`src/rtl/sci_pkg.sv`:
```
// Package for the sampled curve integrator: payload types, register codes,
// internal job and term types, and default sizes. Depends on nothing.
package sci_pkg;

    // Default queue depths.
    localparam int JOB_DEPTH_DEF = 4;
    localparam int RES_DEPTH_DEF = 4;

    // Configuration register indexes.
    typedef logic [1:0] t_cfg_index;
    localparam t_cfg_index CFG_LIMIT_ENABLE = 2'd0;
    localparam t_cfg_index CFG_LOWER_LIMIT  = 2'd1;
    localparam t_cfg_index CFG_UPPER_LIMIT  = 2'd2;

    // Reset values of the limit registers.
    localparam logic signed [31:0] LOWER_LIMIT_RESET = 32'sh0000_0000;
    localparam logic signed [31:0] UPPER_LIMIT_RESET = 32'sh7FFF_FFFF;

    // Saturation bounds of the Q32.32 accumulator.
    localparam logic signed [63:0] SUM_MAX = 64'sh7FFF_FFFF_FFFF_FFFF;
    localparam logic signed [63:0] SUM_MIN = 64'sh8000_0000_0000_0000;

    // One input sample point.
    typedef struct packed {
        logic signed [31:0] x_value;
        logic signed [31:0] y_value;
        logic               last_point;
    } t_in_item;

    // One integration result.
    typedef struct packed {
        logic signed [63:0] integral;
        logic               overflow;
    } t_out_item;

    // Configuration as seen by the arithmetic back end.
    typedef struct packed {
        logic               limit_enable;
        logic signed [31:0] lower_limit;
        logic signed [31:0] upper_limit;
    } t_cfg;

    // How many points of the current curve the front end has seen.
    typedef enum logic [1:0] {
        SEEN_NONE,
        SEEN_ONE,
        SEEN_TWO
    } t_seen;

    // Work for the back end caused by one accepted point: the term of the
    // pending point (a) and, at the end of a curve, the term of the point
    // itself (b). Both use the new point's x as their next x.
    typedef struct packed {
        logic               a_valid;
        logic               b_valid;
        logic signed [31:0] a_xprev;
        logic signed [31:0] a_y;
        logic signed [31:0] b_xprev;
        logic signed [31:0] b_y;
        logic signed [31:0] x_next;
    } t_job;

    // One term issued into the arithmetic pipeline.
    typedef struct packed {
        logic               last;
        logic signed [31:0] xprev;
        logic signed [31:0] xnext;
        logic signed [31:0] y;
    } t_term;

endpackage

```
`src/rtl/sampled_curve_integrator.sv`:
```
// Sampled curve integrator, top level. A point is accepted every cycle while
// the job queue is not full; the point that closes a curve can carry two terms
// through the single accumulator adder in the back end, and its own term waits
// for a free result slot.
// Reset is synchronous and active low; it empties both queues, restarts the
// curve and returns the limit registers to their reset values.
module sampled_curve_integrator #(
    parameter int JOB_DEPTH = sci_pkg::JOB_DEPTH_DEF,
    parameter int RES_DEPTH = sci_pkg::RES_DEPTH_DEF
) (
    input  logic                i_clk,
    input  logic                i_rst_n,
    input  logic                push,
    output logic                full,
    input  sci_pkg::t_in_item   i_in_item,
    output logic                empty,
    input  logic                pop,
    output sci_pkg::t_out_item  o_out_item,
    input  logic                i_cfg_valid,
    output logic                o_cfg_ready,
    input  sci_pkg::t_cfg_index i_cfg_index,
    input  logic [31:0]         i_cfg_data
);

    logic               r_limit_enable;
    logic signed [31:0] r_lower_limit;
    logic signed [31:0] r_upper_limit;
    sci_pkg::t_cfg      cfg;

    logic               in_accept;
    sci_pkg::t_job      front_job;
    logic               front_job_valid;
    sci_pkg::t_job      head_job;
    logic               job_empty;
    logic               job_pop;
    logic               res_push;
    sci_pkg::t_out_item res_item;
    logic               res_taken;

    assign o_cfg_ready = 1'b1;
    assign in_accept   = push && !full;
    assign res_taken   = pop && !empty;

    // Configuration register writes.
    always_ff @(posedge i_clk) begin
        if (!i_rst_n) begin
            r_limit_enable <= 1'b0;
            r_lower_limit  <= sci_pkg::LOWER_LIMIT_RESET;
            r_upper_limit  <= sci_pkg::UPPER_LIMIT_RESET;
        end else if (i_cfg_valid && o_cfg_ready) begin
            case (i_cfg_index)
                sci_pkg::CFG_LIMIT_ENABLE: r_limit_enable <= i_cfg_data[0];
                sci_pkg::CFG_LOWER_LIMIT:  r_lower_limit  <= i_cfg_data;
                sci_pkg::CFG_UPPER_LIMIT:  r_upper_limit  <= i_cfg_data;
                default: ;
            endcase
        end
    end

    assign cfg = '{limit_enable: r_limit_enable, lower_limit: r_lower_limit,
                   upper_limit: r_upper_limit};

    // Front end classifies points into term jobs.
    sci_front u_front (
        .i_clk       (i_clk),
        .i_rst_n     (i_rst_n),
        .i_item      (i_in_item),
        .i_accept    (in_accept),
        .o_job       (front_job),
        .o_job_valid (front_job_valid)
    );

    // Job queue between the front and back ends.
    sci_fifo #(
        .WIDTH ($bits(sci_pkg::t_job)),
        .DEPTH (JOB_DEPTH)
    ) u_job_queue (
        .i_clk   (i_clk),
        .i_rst_n (i_rst_n),
        .i_push  (in_accept && front_job_valid),
        .i_data  (front_job),
        .o_full  (full),
        .o_empty (job_empty),
        .i_pop   (job_pop),
        .o_data  (head_job)
    );

    // Back end forms and accumulates terms.
    sci_back #(
        .RES_DEPTH (RES_DEPTH)
    ) u_back (
        .i_clk       (i_clk),
        .i_rst_n     (i_rst_n),
        .i_cfg       (cfg),
        .i_job       (head_job),
        .i_job_empty (job_empty),
        .o_job_pop   (job_pop),
        .o_res_push  (res_push),
        .o_res_item  (res_item),
        .i_res_taken (res_taken)
    );

    // Result queue toward the consumer.
    sci_fifo #(
        .WIDTH ($bits(sci_pkg::t_out_item)),
        .DEPTH (RES_DEPTH)
    ) u_res_queue (
        .i_clk   (i_clk),
        .i_rst_n (i_rst_n),
        .i_push  (res_push),
        .i_data  (res_item),
        .o_full  (),
        .o_empty (empty),
        .i_pop   (pop),
        .o_data  (o_out_item)
    );

endmodule

```
`src/rtl/sci_fifo.sv`:
```
// Small synchronous FIFO on a register file, used for the job queue and the
// result queue. Depends on nothing.
module sci_fifo #(
    parameter int WIDTH = 8,
    parameter int DEPTH = 4
) (
    input  logic             i_clk,
    input  logic             i_rst_n,
    input  logic             i_push,
    input  logic [WIDTH-1:0] i_data,
    output logic             o_full,
    output logic             o_empty,
    input  logic             i_pop,
    output logic [WIDTH-1:0] o_data
);

    localparam int PTR_W = (DEPTH > 1) ? $clog2(DEPTH) : 1;
    localparam int CNT_W = $clog2(DEPTH + 1);

    logic [WIDTH-1:0] r_mem [DEPTH];
    logic [PTR_W-1:0] r_wr_ptr, n_wr_ptr;
    logic [PTR_W-1:0] r_rd_ptr, n_rd_ptr;
    logic [CNT_W-1:0] r_count, n_count;
    logic             do_push;
    logic             do_pop;

    assign o_full  = (r_count == CNT_W'(DEPTH));
    assign o_empty = (r_count == '0);
    assign do_push = i_push && !o_full;
    assign do_pop  = i_pop && !o_empty;
    assign o_data  = r_mem[r_rd_ptr];

    // Pointer and count updates.
    always_comb begin
        n_wr_ptr = r_wr_ptr;
        n_rd_ptr = r_rd_ptr;
        n_count  = r_count;
        if (do_push) begin
            n_wr_ptr = (r_wr_ptr == PTR_W'(DEPTH - 1)) ? '0 : r_wr_ptr + 1'b1;
        end
        if (do_pop) begin
            n_rd_ptr = (r_rd_ptr == PTR_W'(DEPTH - 1)) ? '0 : r_rd_ptr + 1'b1;
        end
        if (do_push && !do_pop) begin
            n_count = r_count + 1'b1;
        end else if (do_pop && !do_push) begin
            n_count = r_count - 1'b1;
        end
    end

    always_ff @(posedge i_clk) begin
        if (!i_rst_n) begin
            r_wr_ptr <= '0;
            r_rd_ptr <= '0;
            r_count  <= '0;
        end else begin
            r_wr_ptr <= n_wr_ptr;
            r_rd_ptr <= n_rd_ptr;
            r_count  <= n_count;
        end
    end

    // Storage write; entries need no reset.
    always_ff @(posedge i_clk) begin
        if (do_push) begin
            r_mem[r_wr_ptr] <= i_data;
        end
    end

endmodule

```
`src/rtl/sci_front.sv`:
```
// Front end of the sampled curve integrator: tracks the last two points of
// the curve and turns accepted points into term jobs. Uses sci_pkg.
module sci_front (
    input  logic              i_clk,
    input  logic              i_rst_n,
    input  sci_pkg::t_in_item i_item,
    input  logic              i_accept,
    output sci_pkg::t_job     o_job,
    output logic              o_job_valid
);

    sci_pkg::t_seen     r_seen, n_seen;
    logic signed [31:0] r_x_two_back;
    logic signed [31:0] r_x_one_back;
    logic signed [31:0] r_y_one_back;
    logic signed [31:0] own_prev;

    // The point's own previous x is itself at the start of a curve.
    assign own_prev = (r_seen == sci_pkg::SEEN_NONE) ? i_item.x_value : r_x_one_back;

    // Build the job: the pending point's term, and the own term at the end.
    always_comb begin
        o_job.a_valid = (r_seen != sci_pkg::SEEN_NONE);
        o_job.b_valid = i_item.last_point;
        o_job.a_xprev = (r_seen == sci_pkg::SEEN_ONE) ? r_x_one_back : r_x_two_back;
        o_job.a_y     = r_y_one_back;
        o_job.b_xprev = own_prev;
        o_job.b_y     = i_item.y_value;
        o_job.x_next  = i_item.x_value;
        o_job_valid   = o_job.a_valid || o_job.b_valid;
    end

    // Point counter advances up to two and restarts after the last point.
    always_comb begin
        n_seen = r_seen;
        if (i_accept) begin
            if (i_item.last_point) begin
                n_seen = sci_pkg::SEEN_NONE;
            end else begin
                case (r_seen)
                    sci_pkg::SEEN_NONE: n_seen = sci_pkg::SEEN_ONE;
                    sci_pkg::SEEN_ONE:  n_seen = sci_pkg::SEEN_TWO;
                    sci_pkg::SEEN_TWO:  n_seen = sci_pkg::SEEN_TWO;
                    default:            n_seen = sci_pkg::SEEN_NONE;
                endcase
            end
        end
    end

    always_ff @(posedge i_clk) begin
        if (!i_rst_n) begin
            r_seen <= sci_pkg::SEEN_NONE;
        end else begin
            r_seen <= n_seen;
        end
    end

    // Point history; only read once the counter says it is filled.
    always_ff @(posedge i_clk) begin
        if (i_accept && !i_item.last_point) begin
            r_x_two_back <= own_prev;
            r_x_one_back <= i_item.x_value;
            r_y_one_back <= i_item.y_value;
        end
    end

endmodule

```
`src/rtl/sci_back.sv`:
```
// Back end of the sampled curve integrator: issues terms from the job queue,
// forms y * |dx| / 2 in a pipeline and accumulates with saturation.
// Uses sci_pkg.
module sci_back #(
    parameter int RES_DEPTH = sci_pkg::RES_DEPTH_DEF
) (
    input  logic               i_clk,
    input  logic               i_rst_n,
    input  sci_pkg::t_cfg      i_cfg,
    input  sci_pkg::t_job      i_job,
    input  logic               i_job_empty,
    output logic               o_job_pop,
    output logic               o_res_push,
    output sci_pkg::t_out_item o_res_item,
    input  logic               i_res_taken
);

    localparam int CRD_W = $clog2(RES_DEPTH + 1);

    typedef struct packed {
        logic               last;
        logic               use_term;
        logic               stop;
        logic signed [31:0] y;
        logic        [32:0] span;
    } t_dist_stage;

    typedef struct packed {
        logic               last;
        logic               use_term;
        logic               stop;
        logic signed [63:0] product;
    } t_prod_stage;

    logic               r_phase, n_phase;
    logic [CRD_W-1:0]   r_res_used, n_res_used;
    logic               issue;
    logic               issue_last;
    sci_pkg::t_term     issue_term;

    logic               r_s1_valid;
    sci_pkg::t_term     r_s1;
    logic               r_s2_valid;
    t_dist_stage        r_s2;
    logic               r_s3_valid;
    t_prod_stage        r_s3;

    logic signed [32:0] diff;
    t_dist_stage        s1_out;
    logic signed [65:0] prod_full;
    t_prod_stage        s2_out;

    logic signed [63:0] r_sum, n_sum;
    logic               r_sat, n_sat;
    logic               r_stopped, n_stopped;
    logic signed [63:0] half_term;
    logic signed [64:0] sum_wide;

    // Issue: the pending term first, then the own term, which needs a free
    // result slot because it closes the curve.
    always_comb begin
        issue      = 1'b0;
        issue_last = 1'b0;
        o_job_pop  = 1'b0;
        n_phase    = r_phase;
        issue_term = '{last: 1'b0, xprev: i_job.a_xprev, xnext: i_job.x_next,
                       y: i_job.a_y};
        if (!i_job_empty) begin
            if (i_job.a_valid && !r_phase) begin
                issue     = 1'b1;
                o_job_pop = !i_job.b_valid;
                n_phase   = i_job.b_valid;
            end else if (r_res_used != CRD_W'(RES_DEPTH)) begin
                issue      = 1'b1;
                issue_last = 1'b1;
                o_job_pop  = 1'b1;
                n_phase    = 1'b0;
                issue_term = '{last: 1'b1, xprev: i_job.b_xprev, xnext: i_job.x_next,
                               y: i_job.b_y};
            end
        end
    end

    // Result slots reserved from issue of a closing term until its pop.
    always_comb begin
        n_res_used = r_res_used;
        if (issue_last && !i_res_taken) begin
            n_res_used = r_res_used + 1'b1;
        end else if (!issue_last && i_res_taken) begin
            n_res_used = r_res_used - 1'b1;
        end
    end

    // Stage one: distance and limit decisions.
    always_comb begin
        diff            = {r_s1.xnext[31], r_s1.xnext} - {r_s1.xprev[31], r_s1.xprev};
        s1_out.last     = r_s1.last;
        s1_out.y        = r_s1.y;
        s1_out.span     = diff[32] ? 33'(-diff) : 33'(diff);
        s1_out.use_term = !i_cfg.limit_enable || (r_s1.xprev > i_cfg.lower_limit);
        s1_out.stop     = i_cfg.limit_enable && (r_s1.xprev > i_cfg.upper_limit);
    end

    // Stage two: signed y times unsigned distance; the product fits 64 bits.
    always_comb begin
        prod_full       = $signed({{34{r_s2.y[31]}}, r_s2.y}) * $signed({33'd0, r_s2.span});
        s2_out.last     = r_s2.last;
        s2_out.use_term = r_s2.use_term;
        s2_out.stop     = r_s2.stop;
        s2_out.product  = prod_full[63:0];
    end

    // Stage three: halve with floor rounding and add with saturation, skipping unused terms and all terms after a stop.
    always_comb begin
        half_term = r_s3.product >>> 1;
        sum_wide  = {r_sum[63], r_sum} + {half_term[63], half_term};
        n_sum     = r_sum;
        n_sat     = r_sat;
        n_stopped = r_stopped;
        if (r_s3_valid && !r_stopped) begin
            if (r_s3.use_term) begin
                if (sum_wide[64:63] == 2'b01) begin
                    n_sum = sci_pkg::SUM_MAX;
                    n_sat = 1'b1;
                end else if (sum_wide[64:63] == 2'b10) begin
                    n_sum = sci_pkg::SUM_MIN;
                    n_sat = 1'b1;
                end else begin
                    n_sum = sum_wide[63:0];
                end
            end
            n_stopped = r_s3.stop;
        end
    end

    // The closing term hands the total to the result queue.
    assign o_res_push          = r_s3_valid && r_s3.last;
    assign o_res_item.integral = n_sum;
    assign o_res_item.overflow = n_sat;

    // Control and accumulator state.
    always_ff @(posedge i_clk) begin
        if (!i_rst_n) begin
            r_phase    <= 1'b0;
            r_res_used <= '0;
            r_s1_valid <= 1'b0;
            r_s2_valid <= 1'b0;
            r_s3_valid <= 1'b0;
            r_sum      <= '0;
            r_sat      <= 1'b0;
            r_stopped  <= 1'b0;
        end else begin
            r_phase    <= n_phase;
            r_res_used <= n_res_used;
            r_s1_valid <= issue;
            r_s2_valid <= r_s1_valid;
            r_s3_valid <= r_s2_valid;
            if (o_res_push) begin
                r_sum     <= '0;
                r_sat     <= 1'b0;
                r_stopped <= 1'b0;
            end else begin
                r_sum     <= n_sum;
                r_sat     <= n_sat;
                r_stopped <= n_stopped;
            end
        end
    end

    // Pipeline payload.
    always_ff @(posedge i_clk) begin
        r_s1 <= issue_term;
        r_s2 <= s1_out;
        r_s3 <= s2_out;
    end

endmodule

```
`config.mk`:
```
export PLATFORM = sky130hd
export DESIGN_NAME = sampled_curve_integrator
export DESIGN_NICKNAME = d
export VERILOG_FILES = /design/src/rtl/sci_pkg.sv /design/src/rtl/sampled_curve_integrator.sv /design/src/rtl/sci_fifo.sv /design/src/rtl/sci_front.sv /design/src/rtl/sci_back.sv
export SDC_FILE = /design/constraint.sdc
export NUM_CORES = 2
export LEC_CHECK = 0
export BUFFER_PORTS_ARGS = -buffer_cell sky130_fd_sc_hd__buf_4
export CORE_MARGIN = 5
export CORE_UTILIZATION = 55
export CTS_BUF_LIST = sky130_fd_sc_hd__clkbuf_16
export DETAILED_ROUTE_END_ITERATION = 10
export HOLD_SLACK_MARGIN = 0.12
export PLACE_DENSITY = 0.81
export SETUP_SLACK_MARGIN = 0.2
export SLEW_MARGIN = 5
export SYNTH_ARGS = -nofsm -noshare
export SYNTH_HDL_FRONTEND = slang
export SYNTH_HIERARCHICAL = 1
export SYNTH_SLANG_ARGS = --single-unit
```
`constraint.sdc`:
```
create_clock -name i_clk -period 6.8 [get_ports i_clk]
set_input_delay 0.68 -clock i_clk [delete_from_list [all_inputs] [get_ports i_clk]]
set_output_delay 0.68 -clock i_clk [all_outputs]
set_load 0.03 [all_outputs]
```
==> metrics.log <==
[metrics] DP Area: 0.09890 mm2
[metrics] Synth Flop Type: sky130_fd_sc_hd__edfxtp_1
[metrics] Non-Filler Cell Area, Final: 0.1061 mm2
[metrics] final worst path period share: 109.6%
[metrics] fraction of layout instances using a drive strength above 1: 18.20%
[metrics] final setup slack of the worst path: -649.7 ps
[metrics] Setup Crit Path Kind: flop to flop
[metrics] Post-Syn Nets: 9217
[metrics] count of synthesis-stage warnings from yosys: 6
[metrics] dpl hpwl: 172.0 mm
[metrics] minimum setup slack among reg-to-reg paths: -650 ps
[metrics] cell occurring most often along the worst timing path: sky130_fd_sc_hd__fa_1
[metrics] maximum achievable frequency: 134.2 MHz
[metrics] remaining routing DRC violations: 0
[metrics] number of antenna violations at the first check in global routing: 14
[metrics] Skew-Pair Late Insertion Delay: 830 ps
[metrics] number of buffer cells added on primary ports: 170
[metrics] die height: 421.5 um
[metrics] iteration-0 DRC count of the detailed router: 5197
[metrics] transition time at the pin with the least slew margin: 1104 ps
[metrics] largest fanout on the critical path: 8
[metrics] root buffer cell: sky130_fd_sc_hd__clkbuf_16
[metrics] startpoint types: flop
[metrics] sequential element share of the synthesized area: 40.73%
[metrics] element type at the critical path end: flop
[metrics] worst-case hold path end point: r_lower_limit[20]
[metrics] clock sinks: 1393
[metrics] count of boundary I/O pins: 172
[metrics] Row Count: 151
[metrics] Clock Pin Slew Worst Setup and Hold Paths: 70 ps
[metrics] number of enable-type register cells in the synthesized netlist: 1004
[metrics] die outline width: 421.5 um
[metrics] final global-route overflow total: 0
[metrics] reg2reg path depth: 25
[metrics] Overall Global Routing Usage: 26.82%
[metrics] max-cap violation count: 0
[metrics] non-filler cells, final: 10470
[metrics] worst hold path type: primary input to flop
[metrics] gate count after technology mapping: 7720
[metrics] Filler Cells Inserted: 12180
[metrics] effective utilization at floorplan: 55.15%
[metrics] number of pins with negative max-slew slack in the final report: 0
[metrics] wire length per cell after detailed routing: 22.85 um
[metrics] RSZ-0062 raised after global routing: true
[metrics] H-Tree Level Count: 4
[metrics] cell area after technology mapping: 0.09315 mm2
[metrics] final number of setup-violating endpoints: 32
[metrics] via count of the first global-routing pass: 65070
[metrics] clock tree from TritonCTS: built
[metrics] Critical Path Slowest Stage Cell: sky130_fd_sc_hd__fa_1
[metrics] shortest period the worst path allows: 7450 ps
[metrics] relative max-transition margin: 26.38%
[metrics] Post-synth ARST share: 0%
[metrics] area of the die: 0.1777 mm2
[metrics] detailed-routing iteration count for the pre-antenna-repair pass: 6
[metrics] endpoints failing hold: 0
[metrics] Placed Instances: 10070
[metrics] total length of routed wires: 239.3 mm
[metrics] critical hold path startpoint: i_cfg_data[20]
[metrics] Reg2Reg Capture Point: u_back/half_term[59]
[metrics] final clock skew: 88.08 ps
[metrics] maximum number of pins on one net before global-route repair: 129
[metrics] number of buffers created by CTS: 141
[metrics] core area: 0.1689 mm2
[metrics] flip-flop and latch count after synthesis: 1393
[metrics] routed vias/inst: 5.834
[metrics] Cell variety after synth: 88
[metrics] final hold slack: 185.7 ps
[metrics] gp weighted congestion: 0.9499
[metrics] Worst Hold Depth: 3
[metrics] Avg Cell Area, Syn: 12.07 um2
[metrics] result of the run: finished with violations
[metrics] crit-path max cell delay: 590 ps
[metrics] worst endpoint required time: 7450 ps
[metrics] data arrival at the endpoint of the critical path: 8100 ps
[metrics] Vias: 61090
[metrics] first-pass GRT wire length: 373.0 mm
[metrics] number of nets in the layout: 9627
[metrics] number of nets with antenna violations after routing: 0
[metrics] area growth from synthesis to layout: 13.88%
[metrics] Max Buffers Root-to-Sink: 3
[metrics] Worst R2R Start: u_back/r_s2[17]
[metrics] violations in the final reports: setup timing
-- through the flow --
| stage | util (%) | setup WS (ps) | setup TNS [ps] |
|---|---|---|---|
| CTS | 62.39 | -649.2 | -9706 |
| floorplan | - | -272.2 | -1175 |
| global route | 62.80 | -820.3 | -17310 |
| detailed placement | 58.55 | -817.7 | -14380 |
| finish | 62.81 | -649.7 | -11550 |
| global placement | 58.55 | -717.2 | -11630 |
-- placed cells by master, fill, tap and decap left out, drive strengths merged, types with 64 or more instances in the layout --
cell type / count
a21o: 110
a21oi: 220
and2: 580
buf: 642
clkbuf: 142
clkinv: 64
dfxtp: 389
dlygate4sd3: 93
edfxtp: 1004
fa: 932
ha: 461
inv: 1165
mux2: 129
mux4: 227
nand2: 731
nor2: 223
nor3: 65
o211ai: 81
o21ai: 134
xnor2: 105
-- worst max-delay path, delay by kind of cell (launching register included) --
kind | cells | cell delay, ps
adders and majority gates | 9 | 4370
DFF | 1 | 330
buffers and inverters | 5 | 520
AOI/OAI and AO/OA | 7 | 1120
and+or+nand+nor | 4 | 930
-- flip-flops by register name, indices dropped and copies added, names as in the netlist, 3 cells and up, named ones only --
signal / cells
u_front/r_x_two_back: 32
u_job_queue/r_mem: 648
r_upper_limit: 32
u_back/r_s3: 3
u_back/r_res_used: 3
u_front/r_y_one_back: 32
u_front/r_x_one_back: 32
u_back/r_sum: 64
r_lower_limit: 32
u_back/half_term: 63
u_res_queue/r_count: 3
u_back/r_s1: 97
u_job_queue/r_count: 3
u_res_queue/r_mem: 260
u_back/r_s2: 68
-- routing by layer --
| layer | global-route usage (%) | wire, um |
|---|---|---|
| met1 | 34.35 | 91270 |
| met4 | 9.959 | 9707 |
| met2 | 45.06 | 117300 |
| met3 | 6.029 | 20910 |
| met5 | 0 | 80 |
-- synth_stat cells, drive strengths merged, types with 12 or more instances --
cell,instances,area [um2]
a21oi,220,1109
a21o,110,825.8
mux4,227,5112
nor3,65,330.3
nand4b,31,271.5
nor2b,39,244.0
a211oi,50,375.4
or3,13,81.33
a21boi,16,120.1
o31ai,17,127.6
nand2,731,2744
o21ai,134,670.6
and3,28,175.2
ha,461,5768
nand4,56,365.3
mux2i,43,430.4
o211ai,81,763.2
nand3,61,305.3
xor2,61,534.3
nand2b,36,225.2
mux2,129,1674
a221oi,13,120.1
fa,932,18660
xnor2,105,919.6
nor2,223,839.6
dfxtp,389,7787
o21bai,31,232.7
clkbuf,311,1169
or2,12,75.07
inv,1122,4212
a31oi,61,387.9
and2,580,3628
edfxtp,1004,30150
o21a,27,202.7
buf,158,1219
-- final cells by class --
| type | instances | area, um2 | area share (%) |
|---|---|---|---|
| Clock buffer | 141 | 3528 | 3.326 |
| Inverter | 1122 | 4215 | 3.974 |
| Timing Repair Buffer | 736 | 6738 | 6.351 |
| Sequential cell | 1393 | 38020 | 35.84 |
| Antenna cell | 7 | 17.52 | 0.01651 |
| Multi-Input combinational cell | 4736 | 49630 | 46.79 |
| Clock inverter | 119 | 1155 | 1.089 |
| Tap cell | 2218 | 2775 | 2.616 |
-- cell families (layout without fill, tap and decap cells) --
logic type | after synthesis | count (layout) | synth area share (%)
and+or+nand+nor | 1930 | 1930 | 10.46
buffers and inverters | 1591 | 2118 | 7.084
adders and majority gates | 1393 | 1393 | 26.22
DFF | 1393 | 1393 | 40.73
AOI/OAI and AO/OA | 847 | 847 | 6.192
muxes | 399 | 399 | 7.748
xor gates and xnor gates | 166 | 166 | 1.561
other | 1 | 8 | 0.004026
-- worst max path at each step --
stage	end	startpoint	slack, ps
after floorplan	u_back/half_term[56]	u_back/r_s2[14]	-270
after global placement	u_back/half_term[59]	u_back/r_s2[48]	-720
after detailed placement	u_back/half_term[59]	u_back/r_s2[48]	-820
after CTS	u_back/half_term[60]	u_back/r_s2[38]	-650
after global routing	u_back/half_term[60]	u_back/r_s2[18]	-820
final	u_back/half_term[59]	u_back/r_s2[17]	-650
-- what timing repair did --
action | 4_1_cts | 5_1_grt
buffers inserted | 19 | 23
pin swaps | 71 | 68
endpoints found under the setup margin | 40 | 43
hold buffers | 93 | 0
hold endpoints to repair | 353 | 0
cloned | 0 | 1
resized for setup | 178 | 129
Power is left out: the tool's default activity adds up to more than one toggle a clock period on the data nets, which glitch-free logic cannot reach.
